--- src/hw/rtl/rsk_pkg.sv ---
package rsk_pkg;

  localparam int MAX_RECORDS = 64;
  localparam int KEY_W       = 10;
  localparam int TAG_W       = 8;
  localparam int CNT_W       = $clog2(MAX_RECORDS + 1);

  typedef struct packed {
    logic [KEY_W-1:0] key;
    logic [TAG_W-1:0] tag;
    logic             last;
  } in_t;

  typedef struct packed {
    logic [KEY_W-1:0] sorted_key;
    logic [TAG_W-1:0] sorted_tag;
    logic             end_of_set;
  } out_t;

  typedef struct packed {
    logic             valid;
    logic [KEY_W-1:0] key;
    logic [TAG_W-1:0] tag;
  } rec_t;

  // what a cell shows its right-hand neighbor
  typedef struct packed {
    logic take;
    rec_t rec;
  } cell_st_t;

  typedef struct packed {
    logic             ins;
    logic             shift;
    logic [KEY_W-1:0] key;
    logic [TAG_W-1:0] tag;
  } cell_ctl_t;

  typedef enum logic [1:0] {
    ST_FILL  = 2'b01,
    ST_DRAIN = 2'b10
  } state_t;

endpackage

--- src/hw/rtl/record_sort_by_key.sv ---
// Stable ascending sort of a set of {key, tag} records.
// Input channel in_valid/in_ready/in_data: one record per beat, at most one
// beat per cycle; the beat with last set closes the set. Up to MAX_RECORDS
// records are held; further records of the same set are dropped, though a
// dropped record with last still closes the set.
// Each record is placed in a chain of MAX_RECORDS insertion cells in the
// cycle it is accepted, so filling runs at one record per cycle.
// After the closing beat in_ready drops and, in the same cycle, the chain
// drains through out_valid/out_ready/out_data, one record per cycle while
// out_ready is high, in ascending key order, equal keys in arrival order;
// end_of_set marks the last one.
// A stalled receiver holds the chain: out_data stays put until taken.
// in_ready returns the cycle after the final beat is taken.
// Reset (rst_n low, synchronous) empties the chain and readies the input.
module record_sort_by_key (
  input  logic          clk,
  input  logic          rst_n,
  input  logic          in_valid,
  output logic          in_ready,
  input  rsk_pkg::in_t  in_data,
  output logic          out_valid,
  input  logic          out_ready,
  output rsk_pkg::out_t out_data
);
  import rsk_pkg::*;

  state_t           st_r, st_nxt;
  logic [CNT_W-1:0] cnt_r, cnt_nxt;
  cell_ctl_t        ctl;
  cell_st_t         cst [MAX_RECORDS];
  logic             in_acc;
  logic             out_acc;
  logic             last_out;

  assign in_ready  = (st_r == ST_FILL);
  assign in_acc    = in_valid && in_ready;
  assign out_valid = (st_r == ST_DRAIN) && cst[0].rec.valid;
  assign out_acc   = out_valid && out_ready;
  assign last_out  = !cst[1].rec.valid;

  assign ctl.ins   = in_acc && (cnt_r < CNT_W'(MAX_RECORDS));
  assign ctl.shift = out_acc;
  assign ctl.key   = in_data.key;
  assign ctl.tag   = in_data.tag;

  assign out_data.sorted_key = cst[0].rec.key;
  assign out_data.sorted_tag = cst[0].rec.tag;
  assign out_data.end_of_set = last_out;

  always_comb begin
    st_nxt  = st_r;
    cnt_nxt = cnt_r;
    case (st_r)
      ST_FILL: begin
        if (ctl.ins) cnt_nxt = cnt_r + CNT_W'(1);
        if (in_acc && in_data.last) st_nxt = ST_DRAIN;
      end
      ST_DRAIN: begin
        if (out_acc && last_out) begin
          st_nxt  = ST_FILL;
          cnt_nxt = '0;
        end
      end
      default: begin
        st_nxt  = ST_FILL;
        cnt_nxt = '0;
      end
    endcase
  end

  always_ff @(posedge clk) begin
    if (!rst_n) begin
      st_r  <= ST_FILL;
      cnt_r <= '0;
    end else begin
      st_r  <= st_nxt;
      cnt_r <= cnt_nxt;
    end
  end

  for (genvar i = 0; i < MAX_RECORDS; i++) begin : g_cell
    cell_st_t left;
    rec_t     right;
    if (i == 0) begin : g_head
      assign left = '0;
    end else begin : g_body
      assign left = cst[i-1];
    end
    if (i == MAX_RECORDS - 1) begin : g_tail
      assign right = '0;
    end else begin : g_mid
      assign right = cst[i+1].rec;
    end
    rsk_cell u_cell (
      .clk   (clk),
      .rst_n (rst_n),
      .ctl   (ctl),
      .left  (left),
      .right (right),
      .st    (cst[i])
    );
  end

endmodule

--- src/hw/rtl/rsk_cell.sv ---
module rsk_cell (
  input  logic               clk,
  input  logic               rst_n,
  input  rsk_pkg::cell_ctl_t ctl,
  input  rsk_pkg::cell_st_t  left,
  input  rsk_pkg::rec_t      right,
  output rsk_pkg::cell_st_t  st
);
  import rsk_pkg::*;

  rec_t rec_r;
  rec_t rec_nxt;
  logic take;

  // first cell holding a larger key (or empty) takes the new record; later ones shift right
  assign take     = !rec_r.valid || (rec_r.key > ctl.key);
  assign st.take  = take;
  assign st.rec   = rec_r;

  always_comb begin
    rec_nxt = rec_r;
    if (ctl.ins && take) begin
      if (left.take) begin
        rec_nxt = left.rec;
      end else begin
        rec_nxt.valid = 1'b1;
        rec_nxt.key   = ctl.key;
        rec_nxt.tag   = ctl.tag;
      end
    end else if (ctl.shift) begin
      rec_nxt = right;
    end
  end

  always_ff @(posedge clk) begin
    if (!rst_n) begin
      rec_r.valid <= 1'b0;
    end else begin
      rec_r <= rec_nxt;
    end
  end

endmodule

--- config.mk ---
export PLATFORM = sky130hd
export DESIGN_NAME = record_sort_by_key
export DESIGN_NICKNAME = d
export VERILOG_FILES = /design/src/hw/rtl/rsk_pkg.sv /design/src/hw/rtl/record_sort_by_key.sv /design/src/hw/rtl/rsk_cell.sv
export SDC_FILE = /design/constraint.sdc
export NUM_CORES = 2
export LEC_CHECK = 0
export BUFFER_PORTS_ARGS = -buffer_cell sky130_fd_sc_hd__buf_2
export CORE_MARGIN = 1
export CORE_UTILIZATION = 49
export CTS_CLUSTER_DIAMETER = 100
export DETAILED_ROUTE_END_ITERATION = 8
export PLACE_DENSITY = 0.63
export SYNTH_ARGS = -nofsm -noshare
export SYNTH_HDL_FRONTEND = slang
export SYNTH_SLANG_ARGS = --single-unit
--- constraint.sdc ---
create_clock -name clk -period 6.64 [get_ports clk]
set_clock_uncertainty 0.15 [all_clocks]
set_input_delay 1.328 -clock clk [delete_from_list [all_inputs] [get_ports clk]]
set_output_delay 1.328 -clock clk [all_outputs]
set_load 0.01 [all_outputs]
==> results by group <==
Status
  – Status: complete, no violations

Setup path
  – CP required: around 7000 ps
  – Critical setup path kind: in2reg
  – Worst r2r src: st_r[0]$_SDFFE_PN1P_
  – Arr. time, crit path: approximately 5000 ps
  – Reg2Reg Depth: 6
  – CP max FO: 38
  – Worst setup EP type: register
  – Setup slack, reg-to-reg: 2820 ps
  – RR Endpoint: g_cell[32].u_cell.st[10]$_DFFE_PP_
  – Startpoint type of the worst setup path: input port

STA
  – Slew @ Worst Pin: 1250 ps
  – Max-slew violations: 0
  – RSZ-0062 raised after global routing: no
  – Final hold vios: 0
  – Final setup fails: 0
  – Max_slew headroom: 0.170
  – Fin crit period: approximately 4600 ps
  – Fmax: 217 MHz
  – Final TNS setup: 0 ps
  – Fin crit share: 0.695
  – Final hold slack: about 340 ps

Die
  – Number of I/O pins: 44
  – Core box area: around 160000 µm²
  – Starting density of the core: 0.495
  – Placement row count: about 150
  – Height of the chip: 408 µm
  – Die area: ~170000 µm²
  – Die width: slightly above 400 µm

Synthesis
  – Number of flops mapped to enable cells by yosys: approximately 1200
  – Synth top area share: 0.428
  – Area of the mapped netlist: between 80000 and 90000 µm²
  – Synthesis-stage register bit count: between 1000 and 1500
  – Ys Warns: 0
  – Average size of a mapped cell: 10.2 µm²
  – Syn Inst Count: 7947
  – Ys async rst share: 0
  – Seq/Total Area, Yosys: 0.447
  – Largest cells by area after synthesis: edfxtp_1, ha_1, mux2_2, a31oi_1, mux2i_1
  – Synth area leader: edfxtp_1
  – Netlist cell types: 65
  – Net Count, Synth: between 8000 and 9000
  – Top_reg_cell synth: edfxtp_1

Route
  – DRT antenna net count: 0
  – DRT Pass-1 Iters: 6
  – Iteration-0 DRC Markers: around 7900
  – Vias post-DR: around 66000
  – WL per Instance: 26.3 µm
  – Final wirelength: about 260 mm
  – Vias per inst: about 6.6
  – Post-route DRC: 0

Power and ir drop
  – Pwr Total: 20400 µW
  – Peak VDD IR: just under 0.3 mV
  – Static leakage: 0.0320 µW
  – PD cells: 233 nW/µm²

CTS
  – CTS tree: yes
  – Post-CTS Hold Buffers: 0
  – Clock Latency Late Sink: ~800 ps
  – Clock Tree Buf Depth: 3
  – Post_cts resized: 0
  – Postcts setup bufs: 0
  – CTS H-tree depth: 4
  – Clk root buf: clkbuf_16
  – Clock transition at path regs: ~60 ps
  – Inserted Clock Buffers: 146
  – Clock Sinks: approximately 1200

Flow run
  – Max Cap Viol: 0

Finish
  – Nets: about 8300
  – Synth-to-layout area growth: 8.63%
  – Commonest non-fill, non-tap cell in the layout: edfxtp_1
  – Share of cells above drive strength 1: 0.138
  – Most frequent cells in the layout: edfxtp_1, o21ai_0, a31oi_1, ha_1, nand2_1

Place
  – Buffers on Ports: 43
  – GP Congestion: between 0.9 and 1
  – DP Wirelength: approximately 180 mm

GRT
  – Largest net degree at the start of global routing: 71
  – First-pass GRT wire length: 396 mm
  – Gr usage total: 0.305
  – GR Overflow Total: 0
  – Initial antenna violation count: 3
  – Vias in the first global route: between 60000 and 70000

Hold path
  – Worst Hold End: cnt_r[1]$_SDFFE_PN0P_
  – Hold path start: cnt_r[1]$_SDFFE_PN0P_
  – Class of the worst hold path: reg2reg
  – Hold path cells: 2
==> stage by stage <==
step                       util  cell area, µm²  instances  setup WS (ps)
after floorplan               -           80700       7947            731
after global placement    0.509           83000       9706           1380
after detailed placement  0.509           83000       9706           1300
after CTS                 0.538           87700       9972           2150
after global routing      0.538           87700       9972           1920
final                     0.538           87700       9973           2030
==> Yosys cell counts, types with 4 or more instances <==
library cell / instances
nand3_1: 334
buf_2: 169
nor2b_1: 35
buf_1: 24
ha_1: 641
or3_1: 29
buf_4: 36
o21a_1: 31
inv_1: 245
nand2b_1: 10
mux2i_1: 459
a22oi_1: 25
a2bb2oi_1: 19
a21o_1: 112
o211a_1: 12
a211o_1: 27
a211oi_1: 15
o2111ai_1: 59
o21bai_1: 56
mux2_4: 16
o211ai_1: 33
and4_1: 31
o21ai_2: 11
edfxtp_1: 1152
o21ai_0: 829
clkbuf_1: 469
and3_1: 6
a211oi_2: 17
nand2_1: 578
dfxtp_1: 73
a31oi_1: 767
mux2_2: 459
a21oi_1: 513
a31o_2: 16
xor2_1: 4
nand4_1: 156
nor3_1: 56
nor2_1: 381
==> sequential cells by signal (all words and copies together), names as in the netlist <==
signal,count
st_r,2
g_cell.u_cell.st,1216
cnt_r,7
==> logic make-up after synthesis <==
logic type | Yosys count | synth area share
AOI/OAI and AO/OA | 2563 | 0.189
and+or+nand+nor | 1634 | 0.0922
DFF | 1225 | 0.447
buffers and inverters | 945 | 0.0484
muxes | 935 | 0.124
adders and majority gates | 641 | 0.0993
xor gates and xnor gates | 4 | 0.000434
==> routing by layer <==
layer	track usage	vias to the layer above	wire, µm
met5	0	-	13
met2	0.473	3235	116000
met3	0.0469	663	22100
li1	-	29900	-
met1	0.424	32100	112000
met4	0.127	2	11600
==> critical path, stage by stage <==
cell and delay [ps]:
buf_4 120, inv_4 550, buf_12 350, ha_1 300, a21o_1 190, a21o_1 170, a31o_2 250, o21ai_2 810
mux2_2 420, mux2_2 270
==> area by class of cell <==
cell class                      instances  area (µm²)
Multi-Input combinational cell       5777       41000
Fill cell                           14300       75400
Antenna cell                            1        2.50
Clock inverter                         74         763
Sequential cell                      1225       36100
Clock buffer                          192        3950
Tap cell                             2175        2720
Timing Repair Buffer                  283        2240
Inverter                              246         948
==> worst max-delay path by stage <==
stage	startpoint	end	slack [ps]
global placement	in_data[12]	g_cell[31].u_cell.st[4]$_DFFE_PP_	1380
CTS	in_data[15]	g_cell[58].u_cell.st[16]$_DFFE_PP_	2150
floorplan	in_data[16]	g_cell[62].u_cell.st[0]$_DFFE_PP_	730
global route	in_data[15]	g_cell[58].u_cell.st[7]$_DFFE_PP_	1920
finish	in_data[12]	g_cell[31].u_cell.st[7]$_DFFE_PP_	2030
detailed placement	in_data[15]	g_cell[58].u_cell.st[5]$_DFFE_PP_	1300
==> power breakdown <==
part | total [µW] | switching [µW] | internal (µW)
logic | 2890 | 1820 | 1070
registers | 9470 | 411 | 9060
clock network | 8050 | 3350 | 4700
(Power assumes the default switching activity.)
